File: src/sv/lmn_pkg.sv
// Shared types and constants for the Lamport mutual exclusion node.
// No dependencies; imported by lmn_unit and lamport_mutex_node.
`timescale 1ns / 1ps

package lmn_pkg;

    localparam int CLOCK_BITS  = 15;
    localparam int QUEUE_DEPTH = 16;
    localparam int QIDX_W      = $clog2(QUEUE_DEPTH);
    localparam int LEN_W       = $clog2(QUEUE_DEPTH + 1);
    localparam int ID_W        = 4;
    localparam int CNT_W       = 4;

    localparam logic [CLOCK_BITS-1:0] CLOCK_MAX = {CLOCK_BITS{1'b1}};
    localparam logic [CNT_W-1:0]      CNT_MAX   = {CNT_W{1'b1}};

    localparam logic [1:0] CMD_LREQ = 2'd0;
    localparam logic [1:0] CMD_LREL = 2'd1;
    localparam logic [1:0] CMD_MSG  = 2'd2;

    localparam logic [1:0] KIND_REQ   = 2'd0;
    localparam logic [1:0] KIND_REPLY = 2'd1;
    localparam logic [1:0] KIND_DONE  = 2'd2;

    localparam logic [2:0] ACT_NONE  = 3'd0;
    localparam logic [2:0] ACT_BCAST = 3'd1;
    localparam logic [2:0] ACT_REPLY = 3'd2;
    localparam logic [2:0] ACT_GRANT = 3'd3;
    localparam logic [2:0] ACT_FULL  = 3'd4;

    localparam logic CFG_OWN_ID     = 1'b0;
    localparam logic CFG_PROC_COUNT = 1'b1;

    typedef enum logic [1:0] {
        OP_LESS    = 2'd0,
        OP_TICK    = 2'd1,
        OP_MAXTICK = 2'd2
    } op_t;

    typedef struct packed {
        logic [CLOCK_BITS-1:0] time_val;
        logic [ID_W-1:0]       id;
    } key_t;

    typedef struct packed {
        logic [1:0]  cmd;
        logic [1:0]  msg_kind;
        logic [14:0] msg_time;
        logic [14:0] remote_time;
        logic [3:0]  req_id;
    } in_t;

    typedef struct packed {
        logic [2:0]  action;
        logic [3:0]  dest_id;
        logic [14:0] stamp;
        logic [3:0]  done_count;
        logic        last;
    } out_t;

    typedef struct packed {
        logic [2:0]            action;
        logic [ID_W-1:0]       dest_id;
        logic [CLOCK_BITS-1:0] stamp;
    } pend_t;

endpackage

File: src/sv/lmn_unit.sv
// Shared compare and clock-advance unit of the mutual exclusion node.
// Depends on lmn_pkg (key_t, op_t, CLOCK_MAX).
`timescale 1ns / 1ps

module lmn_unit
    import lmn_pkg::*;
(
    input  op_t                   op,
    input  key_t                  a,
    input  key_t                  b,
    output logic                  less,
    output logic [CLOCK_BITS-1:0] value
);

    logic [CLOCK_BITS-1:0] base;

    always_comb
    begin
        less = (a.time_val < b.time_val) ||
               ((a.time_val == b.time_val) && (a.id < b.id));
        base = a.time_val;
        if ((op == OP_MAXTICK) && (b.time_val > a.time_val))
        begin
            base = b.time_val;
        end
        value = (base == CLOCK_MAX) ? CLOCK_MAX : base + 1'b1;
    end

endmodule

File: src/sv/lamport_mutex_node.sv
// Top level of one Lamport-clock mutual exclusion node with its sorted request queue.
// Depends on lmn_pkg and lmn_unit.
`timescale 1ns / 1ps

// One item at a time: the node takes a command beat, works it through a small
// sequencer around a single compare/clock-advance unit and a one-port-read queue
// memory, then sends one or more result beats, the final one marked with last.
// A sorted insertion does more work for each entry it moves toward the tail, a release
// sends one reply beat per other queued entry, and result stalls hold the sequencer.
// The result register lets the next command beat in while the last result waits.
module lamport_mutex_node
    import lmn_pkg::*;
(
    input  logic clk,
    input  logic rst_n,
    input  logic item_valid,
    output logic item_ready,
    input  in_t  item,
    output logic result_valid,
    input  logic result_ready,
    output out_t result,
    input  logic cfg_valid,
    output logic cfg_ready,
    input  logic cfg_index,
    input  logic [ID_W-1:0] cfg_data
);

    typedef enum logic [11:0] {
        S_IDLE     = 12'b0000_0000_0001,
        S_MSG      = 12'b0000_0000_0010,
        S_REPLY    = 12'b0000_0000_0100,
        S_RCMP     = 12'b0000_0000_1000,
        S_RNOW     = 12'b0000_0001_0000,
        S_LREQ     = 12'b0000_0010_0000,
        S_INS      = 12'b0000_0100_0000,
        S_WALK     = 12'b0000_1000_0000,
        S_PUT      = 12'b0001_0000_0000,
        S_REL_READ = 12'b0010_0000_0000,
        S_REL_EMIT = 12'b0100_0000_0000,
        S_EMIT     = 12'b1000_0000_0000
    } state_t;

    state_t                state_reg, state_next;
    in_t                   item_reg, item_next;
    logic [ID_W-1:0]       own_id_reg, own_id_next;
    logic [ID_W-1:0]       proc_cnt_reg, proc_cnt_next;
    logic [CLOCK_BITS-1:0] clock_reg, clock_next;
    logic                  requested_reg, requested_next;
    logic [CLOCK_BITS-1:0] own_time_reg, own_time_next;
    logic [CNT_W-1:0]      reply_cnt_reg, reply_cnt_next;
    logic [CNT_W-1:0]      done_reg, done_next;
    logic [LEN_W-1:0]      len_reg, len_next;
    logic [QIDX_W-1:0]     idx_reg, idx_next;
    key_t                  key_reg, key_next;
    pend_t                 pend_reg, pend_next;
    logic                  result_valid_reg, result_valid_next;
    out_t                  result_reg, result_next;

    key_t                  mem [QUEUE_DEPTH];
    key_t                  rd_data_reg;
    logic                  mem_we, mem_re;
    logic [QIDX_W-1:0]     mem_waddr, mem_raddr;
    key_t                  mem_wdata;

    op_t                   u_op;
    key_t                  u_a, u_b;
    logic                  u_less;
    logic [CLOCK_BITS-1:0] u_value;

    logic                  out_free;
    logic [CNT_W-1:0]      cnt_inc;
    logic                  rel_last;
    pend_t                 pend_none;

    lmn_unit u_unit (
        .op    (u_op),
        .a     (u_a),
        .b     (u_b),
        .less  (u_less),
        .value (u_value)
    );

    assign item_ready   = (state_reg == S_IDLE);
    assign cfg_ready    = 1'b1;
    assign result_valid = result_valid_reg;
    assign result       = result_reg;
    assign out_free     = !result_valid_reg || result_ready;
    assign cnt_inc      = (reply_cnt_reg == CNT_MAX) ? CNT_MAX : reply_cnt_reg + 1'b1;
    assign rel_last     = (LEN_W'(idx_reg) + 1'b1) == len_reg;
    assign pend_none    = '{action: ACT_NONE, dest_id: '0, stamp: '0};

    always_comb
    begin
        state_next        = state_reg;
        item_next         = item_reg;
        own_id_next       = own_id_reg;
        proc_cnt_next     = proc_cnt_reg;
        clock_next        = clock_reg;
        requested_next    = requested_reg;
        own_time_next     = own_time_reg;
        reply_cnt_next    = reply_cnt_reg;
        done_next         = done_reg;
        len_next          = len_reg;
        idx_next          = idx_reg;
        key_next          = key_reg;
        pend_next         = pend_reg;
        result_valid_next = result_valid_reg && !result_ready;
        result_next       = result_reg;
        mem_we            = 1'b0;
        mem_waddr         = '0;
        mem_wdata         = key_reg;
        mem_re            = 1'b0;
        mem_raddr         = '0;
        u_op              = OP_TICK;
        u_a               = '{time_val: clock_reg, id: '0};
        u_b               = '{time_val: '0, id: '0};

        if (cfg_valid)
        begin
            case (cfg_index)
                CFG_OWN_ID:     own_id_next   = cfg_data;
                CFG_PROC_COUNT: proc_cnt_next = cfg_data;
                default:        own_id_next   = own_id_reg;
            endcase
        end

        case (state_reg)
            S_IDLE:
            begin
                if (item_valid)
                begin
                    item_next  = item;
                    pend_next  = pend_none;
                    state_next = S_EMIT;
                    case (item.cmd)
                        CMD_MSG:
                        begin
                            state_next = S_MSG;
                        end
                        CMD_LREQ:
                        begin
                            if (!requested_reg)
                            begin
                                if (len_reg == LEN_W'(QUEUE_DEPTH))
                                begin
                                    pend_next.action = ACT_FULL;
                                end
                                else
                                begin
                                    state_next = S_LREQ;
                                end
                            end
                        end
                        CMD_LREL:
                        begin
                            if (requested_reg)
                            begin
                                requested_next = 1'b0;
                                if (len_reg <= LEN_W'(1))
                                begin
                                    len_next = '0;
                                end
                                else
                                begin
                                    idx_next   = QIDX_W'(1);
                                    state_next = S_REL_READ;
                                end
                            end
                        end
                        default:
                        begin
                            state_next = S_EMIT;
                        end
                    endcase
                end
            end
            S_MSG:
            begin
                u_op       = OP_MAXTICK;
                u_b        = '{time_val: item_reg.msg_time, id: '0};
                clock_next = u_value;
                state_next = S_EMIT;
                case (item_reg.msg_kind)
                    KIND_REQ:
                    begin
                        state_next = S_RCMP;
                    end
                    KIND_REPLY:
                    begin
                        mem_re     = 1'b1;
                        mem_raddr  = '0;
                        state_next = S_REPLY;
                    end
                    KIND_DONE:
                    begin
                        done_next = (done_reg == CNT_MAX) ? CNT_MAX : done_reg + 1'b1;
                    end
                    default:
                    begin
                        state_next = S_EMIT;
                    end
                endcase
            end
            S_REPLY:
            begin
                if ((proc_cnt_reg != '0) && (cnt_inc == proc_cnt_reg - 1'b1) &&
                    (len_reg != '0) && (rd_data_reg.id == own_id_reg))
                begin
                    reply_cnt_next   = '0;
                    pend_next.action = ACT_GRANT;
                end
                else
                begin
                    reply_cnt_next = cnt_inc;
                end
                state_next = S_EMIT;
            end
            S_RCMP:
            begin
                u_op = OP_LESS;
                u_a  = '{time_val: item_reg.remote_time, id: item_reg.req_id};
                u_b  = '{time_val: own_time_reg, id: own_id_reg};
                if (!requested_reg || u_less)
                begin
                    state_next = S_RNOW;
                end
                else if (len_reg == LEN_W'(QUEUE_DEPTH))
                begin
                    pend_next.action = ACT_FULL;
                    state_next       = S_EMIT;
                end
                else
                begin
                    key_next   = '{time_val: item_reg.remote_time, id: item_reg.req_id};
                    state_next = S_INS;
                end
            end
            S_RNOW:
            begin
                clock_next = u_value;
                pend_next  = '{action: ACT_REPLY, dest_id: item_reg.req_id, stamp: u_value};
                state_next = S_EMIT;
            end
            S_LREQ:
            begin
                clock_next     = u_value;
                own_time_next  = u_value;
                requested_next = 1'b1;
                key_next       = '{time_val: u_value, id: own_id_reg};
                pend_next      = '{action: ACT_BCAST, dest_id: '0, stamp: u_value};
                state_next     = S_INS;
            end
            S_INS:
            begin
                if (len_reg == '0)
                begin
                    mem_we     = 1'b1;
                    mem_waddr  = '0;
                    len_next   = len_reg + 1'b1;
                    state_next = S_EMIT;
                end
                else
                begin
                    mem_re     = 1'b1;
                    mem_raddr  = QIDX_W'(len_reg - 1'b1);
                    idx_next   = QIDX_W'(len_reg - 1'b1);
                    state_next = S_WALK;
                end
            end
            S_WALK:
            begin
                u_op      = OP_LESS;
                u_a       = key_reg;
                u_b       = rd_data_reg;
                mem_we    = 1'b1;
                mem_waddr = idx_reg + 1'b1;
                if (u_less)
                begin
                    mem_wdata = rd_data_reg;
                    if (idx_reg == '0)
                    begin
                        state_next = S_PUT;
                    end
                    else
                    begin
                        mem_re    = 1'b1;
                        mem_raddr = idx_reg - 1'b1;
                        idx_next  = idx_reg - 1'b1;
                    end
                end
                else
                begin
                    len_next   = len_reg + 1'b1;
                    state_next = S_EMIT;
                end
            end
            S_PUT:
            begin
                mem_we     = 1'b1;
                mem_waddr  = '0;
                len_next   = len_reg + 1'b1;
                state_next = S_EMIT;
            end
            S_REL_READ:
            begin
                mem_re     = 1'b1;
                mem_raddr  = idx_reg;
                state_next = S_REL_EMIT;
            end
            S_REL_EMIT:
            begin
                if (out_free)
                begin
                    clock_next        = u_value;
                    result_valid_next = 1'b1;
                    result_next       = '{action: ACT_REPLY, dest_id: rd_data_reg.id,
                                          stamp: u_value, done_count: done_reg,
                                          last: rel_last};
                    if (rel_last)
                    begin
                        len_next   = '0;
                        state_next = S_IDLE;
                    end
                    else
                    begin
                        idx_next   = idx_reg + 1'b1;
                        state_next = S_REL_READ;
                    end
                end
            end
            S_EMIT:
            begin
                if (out_free)
                begin
                    result_valid_next = 1'b1;
                    result_next       = '{action: pend_reg.action, dest_id: pend_reg.dest_id,
                                          stamp: pend_reg.stamp, done_count: done_reg,
                                          last: 1'b1};
                    state_next        = S_IDLE;
                end
            end
            default:
            begin
                state_next = S_IDLE;
            end
        endcase
    end

    always_ff @(posedge clk)
    begin
        if (mem_we)
        begin
            mem[mem_waddr] <= mem_wdata;
        end
        if (mem_re)
        begin
            rd_data_reg <= mem[mem_raddr];
        end
    end

    always_ff @(posedge clk or negedge rst_n)
    begin
        if (!rst_n)
        begin
            state_reg        <= S_IDLE;
            own_id_reg       <= ID_W'(1);
            proc_cnt_reg     <= ID_W'(2);
            clock_reg        <= '0;
            requested_reg    <= 1'b0;
            own_time_reg     <= '0;
            reply_cnt_reg    <= '0;
            done_reg         <= '0;
            len_reg          <= '0;
            result_valid_reg <= 1'b0;
        end
        else
        begin
            state_reg        <= state_next;
            own_id_reg       <= own_id_next;
            proc_cnt_reg     <= proc_cnt_next;
            clock_reg        <= clock_next;
            requested_reg    <= requested_next;
            own_time_reg     <= own_time_next;
            reply_cnt_reg    <= reply_cnt_next;
            done_reg         <= done_next;
            len_reg          <= len_next;
            result_valid_reg <= result_valid_next;
        end
    end

    always_ff @(posedge clk)
    begin
        item_reg   <= item_next;
        idx_reg    <= idx_next;
        key_reg    <= key_next;
        pend_reg   <= pend_next;
        result_reg <= result_next;
    end

    a_len_bound: assert property (@(posedge clk) disable iff (!rst_n)
        len_reg <= LEN_W'(QUEUE_DEPTH))
        else $error("queue length beyond depth");

    a_clock_mono: assert property (@(posedge clk) disable iff (!rst_n)
        clock_reg >= $past(clock_reg))
        else $error("Lamport clock went backward");

    a_own_queued: assert property (@(posedge clk) disable iff (!rst_n)
        (state_reg == S_IDLE) && requested_reg |-> len_reg != '0)
        else $error("requested with empty queue");

    a_grant_last: assert property (@(posedge clk) disable iff (!rst_n)
        result_valid_reg && (result_reg.action == ACT_GRANT) |-> result_reg.last)
        else $error("grant not the final beat");

endmodule
File: config.mk
export PLATFORM = sky130hd
export DESIGN_NAME = lamport_mutex_node
export DESIGN_NICKNAME = d
export VERILOG_FILES = /design/src/sv/lmn_pkg.sv /design/src/sv/lmn_unit.sv /design/src/sv/lamport_mutex_node.sv
export SDC_FILE = /design/constraint.sdc
export NUM_CORES = 1
export LEC_CHECK = 0
export ABC_AREA = 0
export BUFFER_PORTS_ARGS = -buffer_cell sky130_fd_sc_hd__buf_2
export CORE_MARGIN = 3
export CORE_UTILIZATION = 45
export DETAILED_ROUTE_END_ITERATION = 8
export GPL_TIMING_DRIVEN = 0
export SLEW_MARGIN = 10
export SYNTH_ARGS = -nofsm -noshare
export SYNTH_HDL_FRONTEND = slang
export SYNTH_SLANG_ARGS = --single-unit
File: constraint.sdc
create_clock -name clk -period 5.16 [get_ports clk]
set_clock_uncertainty 0.15 [all_clocks]
set_input_delay 0.258 -clock clk [delete_from_list [all_inputs] [get_ports clk]]
set_output_delay 0.258 -clock clk [all_outputs]
set_load 0.01 [all_outputs]
==> results.ini, run 1 <==
[cells_and_area]
area_growth_pct=30.95
fin_cells=2695
final_cell_mix=edfxtp_1, nand2_1, a21oi_1
drive_above_1_share_pct=31.19
diodes=0
fin_nets=2073
largest_reg_flops=304
final_common_cell=edfxtp_1

[routing]
drt-initial-drc-count=1589
vias=15890
wl_um=66730
firstDrtPassIters=5
postRouteAntennaNets=0
drc=0
wl_per_cell_um=24.76
viasPerCell=5.897

[place]
placed_cells=2439
gp_congestion=0.8884
post-place-ws_ps=-2073
io_buffers=76
place_hpwl_um=44830

[yosys]
synth_cell_types=77
synth_top_area_cell=edfxtp_1
yosysSeqAreaShare_pct=65.94
yosysWarnings=0
synth_nets=1766
ys_seq_elements=496
synthArstFlopShare_pct=13.10
syn_avg_cell_area_um2=13.08
yosysTopAreaCellShare_pct=58.57
synthFlopType=edfxtp_1
netlist_area_um2=22100
synth-edff-count=431
synthTopCellsByArea=edfxtp_1, dfrtp_1, a21oi_1
syn_inst=1689

[timing]
fmax_ghz=0.1840
fin_ws_ps=-275.1
rsz0062_at_grt=true
hold_viol=0
min_period_ps=5435
tightest_slew_ps=1013
period_share_pct=105.3
relSlewSlack_pct=32.35
setup_violations=42
slew_viol_final=0

[clock_tree]
cts.sinks=496
clk_pin_slew_ps=60
numCtsBuffers=51
cts_root_buffer=clkbuf_16
cts_max_level=2
cts_tree=yes
clockBufferDepth=3
clk_latency_ps=640

[die]
dieArea_um2=51800
die_w_um=227.6
start_util_pct=45.90
rows=80
die_h_um=227.6
io_pins=78
fp.coreArea_um2=48150

[power]
leakagePower_uw=0.01017
power.switching_uw=2889
comb_power_share_pct=16.9
cell_internal_pwr_uw=7621
p_per_area_nw_per_um2=363.2
seqPwrFrac_pct=47.1
switching_share_pct=27.49
p_clk_share_pct=36.1
max-vdd-ir-drop_mv=0.2867

[global_route]
grt_usage_pct=24.69
grt_start_max_net_pins=46
grt_first_pass_wirelength_um=94810
antenna_found_initial=0
gr-total-overflow=0
grt_pass1_vias=15330

[job]
cap_violations=0

[outcome]
violations=negative setup slack
outcome=finished, violations left

[critical_path]
reg2reg_to=rd_data_reg[14]
crit_required_ps=5340
rr_worst_depth=21
worstSetupStartpointType=flip-flop
critical_path_class=reg -> reg
reg2reg_from=state_reg[11]
crit_fanout=7
endpoint_kind=flip-flop
rrSetupSlack_ps=-280
arrival_ps=5620

[hold_path]
hp-class=in -> async

[per-stage QoR]
step / hold WS, ps / power (µW) / TNS, ps / util [%] / area, µm²
3_3_place_gp: 286.0 / 6333 / -587730 / 48.49 / 23350
4_1_cts: 6.904 / 10350 / -3956 / 56.89 / 27390
2_1_floorplan: -187.6 / 5881 / -16.58 / - / 22150
6_report: 29.39 / 10510 / -5757 / 60.10 / 28940
5_1_grt: 41.09 / 10900 / -14400 / 60.10 / 28940
3_5_place_dp: 23.49 / 6374 / -545590 / 49.29 / 23730
[kinds of logic after synthesis]
| group | count (synthesis) | synth area share [%] |
|---|---|---|
| mux | 102 | 4.852 |
| compound gates | 389 | 12.12 |
| simple gates | 515 | 11.60 |
| buf+inv | 125 | 2.553 |
| flops | 496 | 65.94 |
| xor+xnor | 32 | 1.268 |
| fa+ha+maj | 29 | 1.642 |
| other cells | 1 | 0.01697 |
[how the worst max path moves through the flow]
| stage | end | startpoint | slack, ps | cells past startpoint |
|---|---|---|---|---|
| 2_1_floorplan | rd_data_reg[17] | state_reg[9] | -20 | 19 |
| 6_report | rd_data_reg[14] | state_reg[11] | -280 | 21 |
| 5_1_grt | rd_data_reg[12] | state_reg[8] | -360 | 19 |
| 3_5_place_dp | rd_data_reg[15] | state_reg[11] | -2070 | 17 |
| 3_3_place_gp | rd_data_reg[11] | state_reg[11] | -2110 | 17 |
| 4_1_cts | rd_data_reg[14] | state_reg[11] | -190 | 19 |
[critical path: stages, from the launching register on]
cell,delay [ps]
dfrtp_2,420
or4_4,610
nor4_4,340
buf_6,220
buf_6,130
and2_4,130
a221o_1,170
inv_2,80
ha_4,270
nand4_1,80
buf_6,150
nor4_4,230
buf_4,200
and2_4,170
and2_4,170
o21ai_4,80
o311ai_4,290
buf_6,220
clkbuf_16,200
buf_12,130
a221oi_2,90
or4_4,580
[final cells by class]
class	instances	area (µm²)
Fill cell	3679	19210
Sequential cell	496	14580
Multi-Input combinational cell	1068	8383
Timing Repair Buffer	259	2400
Clock buffer	62	1338
Buffer	94	928.4
Tap cell	656	820.8
Clock inverter	34	394.1
Inverter	26	97.59
[layer usage]
metal  GRT usage [%]  wire [µm]
met3           3.327       4157
met1           32.06      26670
met2           42.31      33060
met5               0          0
met4           9.615       2841
[what timing repair did]
item | in CTS | in global routing
pin swaps | 46 | 72
hold buffers | 53 | 0
setup endpoints to repair | 453 | 431
cloned | 2 | 14
resized for setup | 247 | 196
setup buffers | 47 | 50
endpoints found under the hold margin | 117 | 0
[cells in the mapped netlist, types with 27 or more instances]
library cell    n
and3_1         31
nand3_1        37
o21ai_0        36
nor2_1        124
ha_1           29
a221oi_1       56
a211oi_1       27
edfxtp_1      431
dfrtp_1        62
nand2_1       170
clkbuf_1       54
mux2_2         38
mux2i_1        63
a21oi_1       133
[power by group through the flow]
| stage | clock network [µW] | logic, µW | registers [µW] |
|---|---|---|---|
| 2_1_floorplan | 0 | 919 | 4960 |
| 3_3_place_gp | 0 | 1310 | 5020 |
| 3_5_place_dp | 0 | 1350 | 5020 |
| 4_1_cts | 3850 | 1570 | 4940 |
| 5_1_grt | 4000 | 1930 | 4980 |
| 6_report | 3790 | 1770 | 4950 |
No activity file was read; power rests on OpenSTA's default activity.
==> run 2, diff against run 1 <==
RECOVER_POWER = 25   (was not set)
==> results.ini, run 2 (synthesized netlist as in run 1, its figures left out) <==
[critical_path]
endpoint_kind=flip-flop
arrival_ps=5620
cp_slowest_stage_delay_ps=610
rrSetupSlack_ps=-270
cp_top_family=simple AND/OR/NAND/NOR gates
crit_fanout=7
crit_required_ps=5340
crit_buf_inv=8
rr_worst_depth=21
reg2reg_from=state_reg[11]
reg2reg_to=rd_data_reg[14]
worstSetupStartpointType=flip-flop
crit_start=state_reg[11]
critical_path_class=reg -> reg
cp_slowest_cell=or4_4
crit_chain=or4_4, nor4_4, buf_6, buf_6, and2_4, a221o_1, inv_2, ha_4, nand4_1, buf_6, nor4_4, buf_4, and2_4, and2_4, o21ai_4, o311ai_4, buf_6, clkbuf_16, buf_12, a221oi_2, or4_4
cp_common_cell=buf_6

[timing]
fin_ws_ps=-273.8
slew_viol_final=46
period_share_pct=105.3
fmax_ghz=0.1840
rsz0062_at_grt=true
tightest_slew_ps=2722
hold_viol=0
min_period_ps=5434
setup_violations=39
relSlewSlack_pct=-81.47

[clock_tree]
clk_pin_slew_ps=60
cts_max_level=2
cts_root_buffer=clkbuf_16
cts.sinks=496
numCtsBuffers=51
clockBufferDepth=3
clk_latency_ps=640
cts_tree=yes

[power]
cell_internal_pwr_uw=7608
total_power_uw=10490
seqPwrFrac_pct=47.2
comb_power_share_pct=16.7
max-vdd-ir-drop_mv=0.2861
leakagePower_uw=0.01006
p_per_area_nw_per_um2=363.5
switching_share_pct=27.47
p_clk_share_pct=36.1
power.switching_uw=2881

[hold_path]
hp-class=in -> async

[die]
die_h_um=227.6
die_w_um=227.6
dieArea_um2=51800
rows=80
io_pins=78
start_util_pct=45.90
fp.coreArea_um2=48150

[global_route]
antenna_found_initial=1
grt_first_pass_wirelength_um=94810
grt_usage_pct=24.69
gr-total-overflow=0
grt_pass1_vias=15330
grt_start_max_net_pins=46

[place]
dpl_cell_area_um2=23730
gp_congestion=0.8884
io_buffers=76
placed_cells=2439
place_hpwl_um=44830

[outcome]
outcome=finished, violations left
violations=max-capacitance violations, max-slew violations, negative setup slack

[routing]
wl_um=66940
vias=15920
drt-initial-drc-count=1534
firstDrtPassIters=5
postRouteAntennaNets=0
viasPerCell=5.904
wl_per_cell_um=24.82
drc=0

[cells_and_area]
final_cell_mix=edfxtp_1, nand2_1, a21oi_1
fin_nets=2073
drive_above_1_share_pct=29.23
postLayoutCellArea_um2=28860
largest_reg_flops=304
area_growth_pct=30.59
filler_cell_count=3708
final_common_cell=edfxtp_1
fin_cells=2697
multi_input_comb_area_um2=8367
ff_latch_area_um2=14580

[job]
cap_violations=1

## run 2: repair_timing
action / 4_1_cts / 5_1_grt
setup buffers: 47 / 50
gates resized for setup: 247 / 196
setup endpoints to repair: 453 / 431
gates cloned: 2 / 14
hold buffers: 53 / 0
pin swaps: 46 / 72
endpoints found under the hold margin: 117 / 0
## run 2: worst max-delay path by stage
stage                                 end  slack, ps  cells after the start
after floorplan           rd_data_reg[17]        -20                     19
after global routing      rd_data_reg[12]       -360                     19
after CTS                 rd_data_reg[14]       -190                     19
after detailed placement  rd_data_reg[15]      -2070                     17
after global placement    rd_data_reg[11]      -2110                     17
final                     rd_data_reg[14]       -270                     21
## run 2: layout make-up
| class | count | area share [%] |
|---|---|---|
| antenna | 2 | 0.01734 |
| buffer | 94 | 3.217 |
| clock buffer | 62 | 4.635 |
| clock inverter | 34 | 1.366 |
| inverter | 26 | 0.3382 |
| multi-input combinational | 1068 | 28.99 |
| sequential | 496 | 50.51 |
| tap | 656 | 2.844 |
| timing repair buffer | 259 | 8.082 |
## run 2: routing by layer
metal / vias up / GRT usage, % / part of all wire (%)
met5: - / 0 / 0
met4: 0 / 9.615 / 4.3
met3: 176 / 3.327 / 6.4
met2: 639 / 42.31 / 49
met1: 7977 / 32.06 / 40
li1: 7131 / - / -
## run 2: metrics by stage
stage          setup TNS (ps)  utilization, %  hold slack (ps)  setup WS, ps
2_1_floorplan          -16.58               -           -187.6        -16.58
5_1_grt                -14400           59.93            169.3        -358.3
4_1_cts                 -3956           56.89            6.904        -191.8
3_3_place_gp          -587730           48.49            286.0         -2110
6_report                -5594           59.94            101.4        -273.8
3_5_place_dp          -545590           49.29            23.49         -2073
## run 2: power groups by stage
| stage | combinational (µW) | sequential [µW] | clock [µW] |
|---|---|---|---|
| after global routing | 1920 | 4980 | 4000 |
| after CTS | 1570 | 4940 | 3850 |
| after global placement | 1310 | 5020 | 0 |
| after detailed placement | 1350 | 5020 | 0 |
| after floorplan | 919 | 4960 | 0 |
| final | 1760 | 4950 | 3780 |
